## src/hdl/assert_macros.svh

```systemverilog
// Assertion macros used by the top-level RTL file of the glyph lookup engine.
`ifndef ASSERT_MACROS_SVH
`define ASSERT_MACROS_SVH

// Clocked property, disabled while reset is asserted.
`define ASSERT_CLK(label, prop, msg) \
    label: assert property (@(posedge clk) disable iff (!rst_n) prop) else $error(msg);

// Condition that must never be true at a clock edge.
`define ASSERT_NEVER(label, cond, msg) \
    `ASSERT_CLK(label, !(cond), msg)

`endif

```

## src/hdl/gle_pkg.sv

```systemverilog
// Package with sizes, codes and control types of the glyph lookup engine.
`default_nettype none

package gle_pkg;

    localparam int MAX_GLYPHS = 256;
    localparam int MAX_ROWS   = 32;
    localparam int MAX_COLS   = 8;

    localparam int GLYPH_IDX_W = (MAX_GLYPHS > 1) ? $clog2(MAX_GLYPHS) : 1;
    localparam int GLYPH_CNT_W = $clog2(MAX_GLYPHS + 1);
    localparam int ROW_IDX_W   = (MAX_ROWS > 1) ? $clog2(MAX_ROWS) : 1;
    localparam int ROW_CNT_W   = $clog2(MAX_ROWS + 1);
    localparam int BMP_DEPTH   = MAX_GLYPHS * MAX_ROWS;
    localparam int BMP_ADDR_W  = (BMP_DEPTH > 1) ? $clog2(BMP_DEPTH) : 1;

    localparam int OPCODE_W    = 2;
    localparam int ENTRY_W     = 13;
    localparam int CODE_W      = 32;
    localparam int WORD_W      = 64;
    localparam int ROWNUM_W    = 5;
    localparam int ROW_CFG_W   = 6;
    localparam int COL_CFG_W   = 4;
    localparam int GLYPH_CFG_W = 9;
    localparam int CFG_IDX_W   = 2;
    localparam int CFG_DATA_W  = 9;
    localparam int WORD_BYTES  = WORD_W / 8;

    localparam logic [ROW_CFG_W-1:0]   ROW_COUNT_RST   = ROW_CFG_W'(16);
    localparam logic [COL_CFG_W-1:0]   COL_COUNT_RST   = COL_CFG_W'(8);
    localparam logic [GLYPH_CFG_W-1:0] GLYPH_COUNT_RST = '0;

    typedef enum logic [OPCODE_W-1:0] {
        OP_WR_CODE = 2'd0,
        OP_WR_ROW  = 2'd1,
        OP_LOOKUP  = 2'd2
    } opcode_t;

    typedef enum logic [CFG_IDX_W-1:0] {
        CFG_ROW_COUNT   = 2'd0,
        CFG_COL_COUNT   = 2'd1,
        CFG_GLYPH_COUNT = 2'd2
    } cfg_reg_t;

    typedef enum logic [2:0] {
        ST_IDLE,
        ST_PROBE,
        ST_COMPARE,
        ST_MISS,
        ST_ROW_READ,
        ST_ROW_LOAD
    } gle_state_t;

    typedef struct packed {
        logic wr_code;
        logic wr_row;
        logic start;
        logic probe;
        logic compare;
        logic row_read;
        logic load_row;
        logic load_miss;
    } gle_cmd_t;

    typedef struct packed {
        logic bounds_empty;
        logic hit;
        logic row_last;
        logic out_free;
    } gle_status_t;

endpackage

`default_nettype wire

```

## src/hdl/gle_ctrl.sv

```systemverilog
// Controller state machine: sequences load, search, row and miss emission.
`default_nettype none

module gle_ctrl
    import gle_pkg::*;
(
    input  wire logic                clk,
    input  wire logic                rst_n,
    input  wire logic                in_valid,
    output logic                     in_ready,
    input  wire logic [OPCODE_W-1:0] opcode,
    input  wire gle_status_t         status,
    output gle_cmd_t                 cmd
);

    gle_state_t state_reg;
    gle_state_t state_next;

    always_ff @(posedge clk or negedge rst_n)
    begin
        if (!rst_n)
        begin
            state_reg <= ST_IDLE;
        end
        else
        begin
            state_reg <= state_next;
        end
    end

    always_comb
    begin
        state_next = state_reg;
        cmd        = '0;
        in_ready   = 1'b0;
        unique case (state_reg)
            ST_IDLE:
            begin
                in_ready = 1'b1;
                if (in_valid)
                begin
                    unique case (opcode)
                        OP_WR_CODE: cmd.wr_code = 1'b1;
                        OP_WR_ROW:  cmd.wr_row  = 1'b1;
                        OP_LOOKUP:
                        begin
                            cmd.start  = 1'b1;
                            state_next = ST_PROBE;
                        end
                        default: ;
                    endcase
                end
            end
            ST_PROBE:
            begin
                if (status.bounds_empty)
                begin
                    state_next = ST_MISS;
                end
                else
                begin
                    cmd.probe  = 1'b1;
                    state_next = ST_COMPARE;
                end
            end
            ST_COMPARE:
            begin
                cmd.compare = 1'b1;
                state_next  = status.hit ? ST_ROW_READ : ST_PROBE;
            end
            ST_MISS:
            begin
                if (status.out_free)
                begin
                    cmd.load_miss = 1'b1;
                    state_next    = ST_IDLE;
                end
            end
            ST_ROW_READ:
            begin
                cmd.row_read = 1'b1;
                state_next   = ST_ROW_LOAD;
            end
            ST_ROW_LOAD:
            begin
                if (status.out_free)
                begin
                    cmd.load_row = 1'b1;
                    state_next   = status.row_last ? ST_IDLE : ST_ROW_READ;
                end
            end
            default:
            begin
                state_next = ST_IDLE;
            end
        endcase
    end

endmodule

`default_nettype wire

```

## config.mk

```make
export PLATFORM = sky130hd
export DESIGN_NAME = gle_ctrl
export DESIGN_NICKNAME = d
export VERILOG_FILES = /design/src/hdl/assert_macros.svh /design/src/hdl/gle_pkg.sv /design/src/hdl/gle_ctrl.sv
export SDC_FILE = /design/constraint.sdc
export NUM_CORES = 1
export LEC_CHECK = 0
export BUFFER_PORTS_ARGS = -buffer_cell sky130_fd_sc_hd__buf_2
export CORE_AREA = 2 2 39 41
export DETAILED_ROUTE_END_ITERATION = 10
export DIE_AREA = 0 0 41 43
export MAX_ROUTING_LAYER = met4
export PLACE_DENSITY = 0.48
export SLEW_MARGIN = 15
export SYNTH_ARGS = -nofsm -noshare
export SYNTH_HDL_FRONTEND = slang
export SYNTH_SLANG_ARGS = --single-unit
```

## constraint.sdc

```tcl
create_clock -name clk -period 1.7 [get_ports clk]
set_clock_uncertainty 0.15 [all_clocks]
set_input_delay 0.17 -clock clk [delete_from_list [all_inputs] [get_ports clk]]
set_output_delay 0.17 -clock clk [all_outputs]
set_load 0.03 [all_outputs]
```

[Word-level counts from Yosys, hierarchy flattened]
Cells that the tools add are included.
Word-level totals
  register bits: 3
  bits of input ports: 9
Cells by class
  eq/ne operators: 11
  multiplexer cells: 21
  reduce and logical (&&, ||, !) cells: 3
Operators by type and width (number)
  3-bit two-way mux: 8
  3-bit case mux with 6 select lines: 1
  1-bit two-way mux: 12
  3-bit by 2-bit == test with 1-bit output (second input constant): 2
  3-bit == test (second input constant): 2
  2-bit != test (second input constant): 3
  4-bit AND reduction: 1
  3-bit by 1-bit == test with 1-bit output (second input constant): 1
  3-bit zero test: 1
  2-bit by 1-bit == test with 1-bit output (second input constant): 1
  2-bit == test (second input constant): 1
  2-bit zero test: 1
  2-bit by 1-bit != test with 1-bit output (second input constant): 1

[Depth between registers and ports, before layout]
Gate-level depths: netlist of the first run.
  depth in word-level cells: 4
  mapped depth: 4
  gate-level depth less buffers: 3

[Worst setup path before layout of the first run]
No wires, ideal clock.
  path kind: register -> output
  start point: reg state_reg[0]
  end point: out cmd[5] (netlist bit)
  data arrival time: 1.471 ns
  data required time: 1.380 ns
  slack: -0.091 ns
  cell stages (with the launch flop): 4
  cells stage by stage: dfrtp_1 buf_6 nor3_2 and4b_1
RTL lines
  start, declared: line gle_ctrl.sv:16  | gle_state_t state_reg;
  start signal, assigned: line gle_ctrl.sv:27  | state_reg <= state_next;
  end, declared: line gle_ctrl.sv:13  | output gle_cmd_t cmd

==> results of run 1 <==
kinds of logic after synthesis:
group           after synthesis  share of synthesized area, %
compound gates                6                          14.1
buf+inv                       1                          4.52
simple gates                 19                          51.3
flops                         3                          30.1
layer usage:
metal | wire [um] | share of wire [%] | global-route usage, %
met1 | 293 | 46 | 9.71
met2 | 253 | 39 | 10.6
met3 | 96 | 15 | 4.71
met4 | 0 | 0 | 6.00
met5 | 0 | 0 | -
cells in the mapped netlist:
| cell type | instances |
|---|---|
| dfrtp_1 | 3 |
| nand2_1 | 3 |
| nor2_1 | 3 |
| nor2b_1 | 3 |
| a21oi_1 | 2 |
| and4b_1 | 2 |
| nor3b_1 | 2 |
| a21boi_0 | 1 |
| a31oi_1 | 1 |
| and3_1 | 1 |
| and4bb_1 | 1 |
| buf_6 | 1 |
| nand2b_1 | 1 |
| nor3_2 | 1 |
| nor4bb_1 | 1 |
| o21ai_1 | 1 |
| o22ai_1 | 1 |
| or2_1 | 1 |
stage by stage:
step           power [mW]  hold WS, ns
2_1_floorplan       0.487       -0.276
4_1_cts             0.716       0.0232
3_5_place_dp        0.581       -0.184
5_1_grt             0.782       0.0359
6_report            0.720       0.0205
3_3_place_gp        0.585       -0.182
how the worst max path moves through the flow:
stage | start | slack, ns | endpoint
after floorplan | state_reg[0] | 0.08 | cmd[5]
final | state_reg[2] | 0.08 | cmd[1]
after detailed placement | state_reg[2] | 0.29 | cmd[1]
after global routing | state_reg[1] | 0.002 | cmd[5]
after global placement | state_reg[2] | 0.28 | cmd[1]
after CTS | state_reg[2] | 0.03 | cmd[1]
worst max-delay path: stages (launching register included):
cell and delay, ns:
dfrtp_1 0.47, nor2b_2 0.25, and3_1 0.16, buf_2 0.19
placed cells by master, fill, tap and decap left out:
master	count
buf_2	16
o21ai_1	1
or2_1	1
dfrtp_1	1
nor3_4	1
and3_1	1
and4b_1	2
clkbuf_4	4
nor2_1	3
nor4bb_1	1
a21boi_0	1
nor2b_1	2
a21oi_1	2
and4bb_1	1
clkbuf_1	1
dfrtp_2	2
a31oi_1	1
buf_4	1
nand2_1	3
dlygate4sd3_1	1
nand2b_1	1
nor2b_2	1
o22ai_1	1
nor3b_1	2
power by group:
group	total, mW	leakage [nW]	internal, mW	switching (mW)
Clock	0.127	0.0150	0.0880	0.0386
Sequential	0.197	0.0348	0.114	0.0832
Combinational	0.397	0.155	0.164	0.232
Total	0.720	0.205	0.366	0.354
final cells by class:
| class | instances | area [um2] |
|---|---|---|
| clock buffers | 4 | 26.3 |
| multi-input cells | 25 | 171 |
| fillers | 151 | 983 |
| flip-flops and latches | 3 | 77.6 |
| repair buffers | 19 | 105 |
| well taps | 16 | 20.0 |
timing repair:
action,CTS,global route
endpoints found under the hold margin,3,0
hold buffers,1,0
resized for setup,0,4
endpoints found under the setup margin,0,5
==> impl.org, run 1 <==
** Outcome
- The flow ran to the end, and the final reports show no timing, DRC or antenna violations.

** Critical path
- Maximum net fanout on the critical path :: 7
- In this run the register-to-register setup slack is roughly 0.44 ns.
- Worst-case reg-to-reg path depth :: 3
- Critical path data arrival time :: between 1 and 1.5 ns
- The critical path in this run is classified as reg -> out.
- Critical Path Source Type :: flip-flop
- Launch instance of the worst register-to-register path :: state_reg[1]
- The worst register-to-register path ends at state_reg[0].
- Required time of the worst setup path :: about 1.4 ns
- Endpoint type of the worst setup path :: primary output

** STA
- Period utilization :: 95.6%
- Maximum frequency from static timing analysis :: about 620 MHz
- Final setup violation count :: 0
- Hold Fails Final Rpt :: 0
- For the pin with the worst max-slew slack, the measured transition is 0.244 ns.
- Final number of max-transition violations :: 0
- The worst pin sits at a relative slew slack of about 84%.
- Worst setup margin :: 0.0752 ns
- Setup repair after global routing left no endpoint under its margin.
- After layout, the minimum clock period comes to between 1.5 and 2 ns.
- Final-layout setup total negative slack :: 0 ns

** Yosys
- Yosys printed 0 warnings.
- Yosys top cell by area :: dfrtp_1
- Syn_nets :: 38
- Yosys mapped the design onto 18 distinct sky130hd cell types.
- Summing the sequential cell areas from Yosys gives 30.2% of the chip area.
- Cell count after synthesis :: 29
- Leading post-synthesis cells by cell area :: dfrtp_1, and4b_1, nor2b_1, nor3b_1, and4bb_1
- After synthesis the cells add up to approximately 250 um2.
- FF+latch count, synth :: 3
- The average instance in the mapped netlist occupies 8.59 um2.
- Area share of the largest cell type after synthesis :: 30.2%

** Cells and area
- Of the cells placed in the final design, the portion with a size suffix greater than 1 is 49.0%.
- Layout Cells excl Fill :: between 60 and 70
- Layout Area Growth over Synthesis :: 60.8%
- Flip-flop count of the largest register after layout :: 3
- Final std cell area, no fill :: 400 um2
- For this run, the share of the core covered by cells in the final layout is 28.9%.
- The number of antenna diodes in the final layout is 0.
- Nets@finish :: 61

** Clocking
- Clock tree synthesis inserted a total of 3 buffers.
- TritonCTS built the clock tree.
- Maximum clock insertion buffer count :: 2
- Setup repair bufs after CTS :: 0
- Clock root buffer master :: clkbuf_4
- Clock latency of the later-clocked register in the worst-skew pair :: 0.24 ns
- Total number of H-tree levels :: 1
- For this design, the sink count on the clock tree is 3.
- After clock tree synthesis, the clock-pin slew on the worst setup and hold paths is 0.04 ns.

** Placement
- The wire-length estimate of the detail-placed layout is 474 um.
- The congestion estimate from routability-driven global placement came to approximately 0.66.
- At the placement stage, the worst setup path has a slack of 0.293 ns.
- Including well taps, the total number of placed cells is 62.
- Placed Instance Area :: 357 um2
- Port Buf Inserts :: 17

** Global route
- Via count of the first global-routing pass :: 249
- Across every metal layer, demand over resource in global routing totals 8.45%.
- Maximum number of pins on one net before global-route repair :: 10
- Leftover overflow at the end of global routing :: 0
- The first global-routing pass estimated 931 um of wire.
- The initial antenna violation count was 0.

** Floorplan
- The floorplan step defined a die boundary enclosing between 1500 and 2000 um2.
- The die is 43 um tall.
- IO Pins :: 18
- The die is 41 um wide.
- Once the floorplan was initialized, standard cells occupied 18.0% of the core.
- Core footprint :: 1380 um2
- Total number of placement rows :: 14

** Min path
- Classification of the worst-slack hold path :: in -> reg
- The path with the worst hold slack has its endpoint at state_reg[1].
- Startpoint of the lowest-slack hold path :: status[0]
- Worst hold stages :: 2

** Flow run
- Across the run, the number of max-cap violations was 0.

** Pwr
- Across the VDD grid, the largest voltage drop is 0.627 mV.
- The analysis attributes to cell leakage a power of 0.205 nW.
- Power density over the cells :: roughly 1800 nW/um2

** Detailed routing
- Detailed Route Iter0 Violations :: 2
- Drt drc :: 0
- Detail Route Antenna Nets :: 0
- After detailed routing, the total wire length is 643 um.
- After detailed routing, the average wire length per cell comes to 9.60 um.
- Router iterations before antenna repair :: 3
- Dividing the detail-routed via count by the number of cells gives 4.51.
- Across all layers, the routed design uses 302 vias.
No activity file was read; power rests on OpenSTA's default activity.
==> run 2: changes to the inputs <==
- CTS_BUF_LIST: unset -> sky130_fd_sc_hd__clkbuf_2
- GPL_ROUTABILITY_DRIVEN: unset -> 0
==> impl.org, run 2 (synthesis gave the netlist of run 1 again) <==
** Global route
- Maximum number of pins on one net before global-route repair :: 10
- First-pass GRT wire length :: around 920 um
- The initial antenna violation count came to 0.
- Leftover overflow at the end of global routing :: 0
- The number of global-route vias before repair came to around 250.
- Global routing used 8.14% of the available tracks.

** Pwr
- In this run the power density over the cells is 1770 nW/um2.
- IR analysis of the VDD net gives a maximum drop of 0.605 mV.
- The analysis attributes to cell leakage a power of around 0.21 nW.

** Flow run
- Max-cap violations in this run came to 0.

** Detailed routing
- The first TritonRoute pass finished after 4 iterations.
- Vias :: 297
- For this block, the routed nets add up to roughly 630 um of wire.
- Routed wirelength normalized by instance count :: 9.46 um
- In this run the remaining antenna-violating nets after routing total 0.
- Using the TritonRoute via totals, the vias-per-cell ratio works out to 4.43.
- Detailed Route Iter0 Violations :: 6
- After detailed routing, the number of remaining DRC violations is 0.

** STA
- Worst setup margin :: 0.0945 ns
- Final setup violation count :: 0
- Final number of max-transition violations :: 0
- Transition at the pin with the smallest max-transition slack :: 0.244 ns
- Final-layout setup total negative slack :: 0 ns
- RSZ-0062 raised after global routing :: no
- Hold Fails Final Rpt :: 0
- The clock period could shrink to 1.61 ns.
- Worst relative slew slack :: 83.5%
- After layout, the worst path uses 94.4% of the clock period.
- Timing would allow up to 623 MHz.

** Clocking
- Setup repair bufs after CTS :: 0
- The longest clock path from root to sink contains 2 buffers.
- Clock latency of the later-clocked register in the worst-skew pair :: 0.21 ns
- TritonCTS built the clock tree.
- Num CTS Buffers :: 3
- In this run the number of H-tree levels came out at 1.
- Clock tree synthesis found a total of 3 sinks.
- The root buffer cell chosen for the clock tree is clkbuf_2.
- Clock edge transition at the registers on the reported setup and hold paths :: 0.04 ns

** Floorplan
- Die outline width :: 41 um
- After floorplanning, the core was sized to cover 1380 um2.
- The die covers 1760 um2.
- For this configuration, the core starts out at a cell density of 18.0%.
- The initialized floorplan defines 14 standard-cell rows.
- IO Pins :: 18
- Die span in y :: approximately 43 um

** Critical path
- Launch instance of the worst register-to-register path :: state_reg[1]
- For the worst setup path, the data arrival time is 1.29 ns.
- Ordered cell list for the critical path :: nor3_4 -> and4bb_1 -> buf_2
- Among all stages on the critical path, the largest delay is contributed by dfrtp_1.
- Critical Path Source Type :: flip-flop
- Worst setup slack for register-to-register paths :: around 0.44 ns
- Along the worst path, the maximum fanout reaches 6.
- Peak per-stage delay on the critical path :: ~0.45 ns
- Endpoint type of the worst setup path :: primary output
- Required time of the worst setup path :: 1.38 ns
- Measured in cells, the most critical reg-to-reg path has a length of 3.
- Critical path class :: reg -> out
- Reg2Reg Capture Point :: state_reg[0]

** Cells and area
- In the layout the commonest cells are buf_2, clkbuf_2, nor2_1, nand2_1.
- After the last flow step, the layout net total stands at 61.
- Post-Route Utilization :: 28.2%
- Share of layout cells above drive strength 1 :: about half
- From synthesis to final layout, the design area changed by 56.8%.
- The register with the most flip-flops in the layout has 3 of them.
- Final std cell area, no fill :: between 300 and 400 um2
- Ant. Diodes :: 0
- The layout has 156 filler cells.
- Leading cell type in the layout, fill and taps excluded :: buf_2

** Min path
- Counting instances, the worst hold path has a depth of 2.
- For hold timing, the worst endpoint is state_reg[1].
- The min-delay analysis places its worst path in the category in -> reg.
- The startpoint identified for the worst hold timing path is status[0].

** Placement
- Detailed placement ended at an HPWL of 474 um.
- Worst setup timing slack at the placement stage :: roughly 0.29 ns
- Port Buf Inserts :: 17
- Placed Instance Area :: 357 um2

** Outcome
- The run finished with clean final reports.
run 2: layout make-up:
| class | count | area [um2] | share of cell area (%) |
|---|---|---|---|
| Timing Repair Buffer | 19 | 103 | 26.3 |
| Clock buffer | 4 | 20.0 | 5.13 |
| Tap cell | 16 | 20.0 | 5.13 |
| Sequential cell | 3 | 76.3 | 19.6 |
| Multi-Input combinational cell | 25 | 171 | 43.9 |
run 2: critical path, delay by kind of cell (launching register included):
kind	cells	cell delay [ns]
buffers and inverters	1	0.19
DFF	1	0.45
and+or+nand+nor	2	0.44
run 2: routing by layer:
layer  track usage, %  vias to the layer above  share of wire [%]
met2             10.6                       17                 38
met4             4.00                        0                  0
li1                 -                      153                  -
met3             4.71                        0                 13
met1             9.71                      127                 48
met5                -                        -                  0
run 2: worst max path at each step:
stage / slack, ns / startpoint / end
4_1_cts: 0.05 / state_reg[2] / cmd[1]
3_5_place_dp: 0.29 / state_reg[2] / cmd[1]
6_report: 0.09 / state_reg[0] / cmd[7]
3_3_place_gp: 0.28 / state_reg[2] / cmd[1]
2_1_floorplan: 0.08 / state_reg[0] / cmd[5]
5_1_grt: 0.002 / state_reg[0] / cmd[7]
run 2: power breakdown:
group	switching (mW)	internal, mW	total [mW]
clock network	0.0378	0.0620	0.0998
registers	0.0831	0.111	0.194
logic	0.232	0.163	0.395
run 2: timing repair:
action                     CTS  global route
setup endpoints to repair    0             4
gates resized for setup      0             2
hold endpoints to repair     3             0
hold buffers                 1             0
run 2: through the flow:
| stage | std cells | hold slack (ns) | power (mW) |
|---|---|---|---|
| CTS | 67 | 0.0489 | 0.690 |
| detailed placement | 62 | -0.184 | 0.581 |
| global placement | 62 | -0.182 | 0.585 |
| finish | 67 | 0.0516 | 0.689 |
| global route | 67 | 0.0611 | 0.748 |
| floorplan | 29 | -0.276 | 0.487 |
==> run 3: changes to the inputs <==
- HOLD_SLACK_MARGIN: unset -> 0.12
==> impl.org, run 3 (synthesis gave the netlist of run 1 again) <==
** Global route
- The first global-routing pass estimated between 900 and 1000 um of wire.
- Initial antenna violation count :: 0
- Via count of the first global-routing pass :: around 250
- Entering global routing, the biggest net connects 10 pins.
- GR Util All Layers :: 8.14%
- Leftover overflow at the end of global routing :: 0

** Clocking
- Clock tree from TritonCTS :: done
- The number of setup buffers added after CTS is 0.
- Maximum clock insertion buffer count :: 2
- Clock root buffer master :: clkbuf_2
- Num CTS Buffers :: 3
- Number of clock sinks :: 3
- At the later pin of the worst-skew pair, clock insertion delay measures 0.21 ns.
- Clock edge transition at the registers on the reported setup and hold paths :: 0.05 ns
- CTS built an H-tree with a depth of 1.

** Critical path
- Critical path data arrival time :: 1.29 ns
- Endpoint type of the worst setup path :: primary output
- Critical Path Source Type :: flip-flop
- In this run the critical register-to-register path is captured at state_reg[0].
- Worst-case reg-to-reg path depth :: 3
- Worst setup slack for register-to-register paths :: approximately 0.44 ns
- The setup path with the least slack is of type reg -> out.
- Launch instance of the worst register-to-register path :: state_reg[1]
- Required time of the worst setup path :: 1.38 ns
- Along the worst path, the maximum fanout reaches 6.

** Placement
- Port Buf Inserts :: 17
- Summed over all nets, the half-perimeter wirelength after detailed placement is 474 um.
- After detailed placement, the design holds a cell count of between 60 and 70.
- Once placement finished, the instance area stood at 357 um2.

** Floorplan
- Initial standard-cell utilization of the core :: 18.0%
- Pin placement for this block handled 18 I/O pins.
- Core footprint :: 1380 um2
- From left edge to right edge, the die measures 41 um.
- The die is 43 um tall.
- Die ar. :: 1760 um2
- After floorplanning, the core was divided into 14 placement rows.

** Cells and area
- Layout Area Growth over Synthesis :: 64.8%
- After the last flow step, the layout net total stands at 63.
- After the flow finishes, the layout carries non-filler instances totaling 69.
- Measured on the finished design, the core utilization comes to between 20% and 30%.
- Leaving out fill and tap cells, the most frequent cell in the layout is buf_2.
- Ant. Diodes :: 0
- Most frequent cells in the layout :: buf_2, clkbuf_2, nor2_1, nand2_1, dlygate4sd3_1
- Cells with a size suffix above 1 make up about 47% of the layout.
- With fillers left out, the area of the finished cells amounts to 410 um2.
- Flip-flop count of the largest register after layout :: 3

** STA
- Period utilization :: 94.4%
- The final count of hold timing violations came to 0.
- Final-layout setup total negative slack :: 0 ns
- Measured against its own limit, the worst slew margin works out to ~84%.
- Crit path time final :: roughly 1.6 ns
- Setup violations remaining at the end of the flow were counted as 0.
- Setup repair after global routing left no endpoint under its margin.
- For this run, the top clock speed supported by timing is 623 MHz.
- For the pin with the worst max-slew slack, the measured transition is 0.244 ns.
- The final-report max-slew violation count is 0.

** Pwr
- The internal portion of the total power is 0.339 mW.
- The clock network accounts for between 10 and 15% of the total power.
- Per report_power, the combinational group accounts for 57.5% of the total.
- Sequential cells burn 28.1% of the power.
- Reported net switching power :: 0.353 mW
- Net switching is 51.0% of the power.
- Power density over the cells :: 1690 nW/um2
- Across the VDD grid, the largest voltage drop is 0.605 mV.
- Leakage power of the design :: 0.216 nW

** Detailed routing
- Detailed Route Iter0 Violations :: 6
- For this block, the via count after detailed routing is 299.
- Routed wirelength normalized by instance count :: 9.33 um
- The first detailed-routing pass took 4 iterations.
- The final layout contains routed wiring with a total length of around 640 um.
- Number of vias per cell :: 4.33
- Drt drc :: 0
- Detail Route Antenna Nets :: 0

** Outcome
- Run status :: complete, no violations

** Min path
- Along the worst hold path, the cell count comes to 3.
- The tightest min-delay check is of the in -> reg type.
- The worst hold path begins at status[2].
- Capture endpoint of the worst hold path :: state_reg[2]

** Flow run
- Max Cap Violations :: 0
==> run 3: worst max-delay path by stage <==
stage                      start      to  cells past startpoint
floorplan           state_reg[0]  cmd[5]                      3
global placement    state_reg[2]  cmd[1]                      3
detailed placement  state_reg[2]  cmd[1]                      3
CTS                 state_reg[2]  cmd[1]                      3
global route        state_reg[0]  cmd[7]                      3
finish              state_reg[0]  cmd[7]                      3
==> run 3: worst max-delay path, cell delays in order, from the launching register on <==
cell      delay, ns
dfrtp_1        0.45
nor3_4         0.23
and4bb_1       0.21
buf_2          0.19
==> run 3: cell type report <==
| type | instances | area [um2] |
|---|---|---|
| repair buffers | 21 | 123 |
| flip-flops and latches | 3 | 76.3 |
| fillers | 154 | 973 |
| multi-input cells | 25 | 171 |
| clock buffers | 4 | 20.0 |
| well taps | 16 | 20.0 |
==> run 3: metrics by stage <==
step	setup WS, ns	hold WS [ns]	total power, mW
floorplan	0.0800	-0.276	0.487
global placement	0.281	-0.182	0.585
detailed placement	0.293	-0.184	0.581
CTS	0.0513	0.137	0.693
global route	0.00216	0.146	0.751
finish	0.0944	0.139	0.692
==> run 3: timing repair <==
| item | in CTS | in global routing |
|---|---|---|
| endpoints found under the setup margin | 0 | 3 |
| hold endpoints to repair | 5 | 0 |
| resized for setup | 0 | 2 |
| hold buffers | 3 | 0 |
==> run 3: layer usage <==
layer  GRT usage [%]  part of all wire, %
met1            9.71                   50
met2            10.6                   38
met4            4.00                    0
met3            4.71                   12
met5               -                    0
==> run 3: power groups by stage <==
stage	Clock [mW]	Sequential [mW]	Combinational [mW]
floorplan	0	0.158	0.330
global placement	0	0.192	0.393
detailed placement	0	0.189	0.392
CTS	0.104	0.189	0.400
global route	0.109	0.203	0.438
finish	0.0998	0.194	0.398
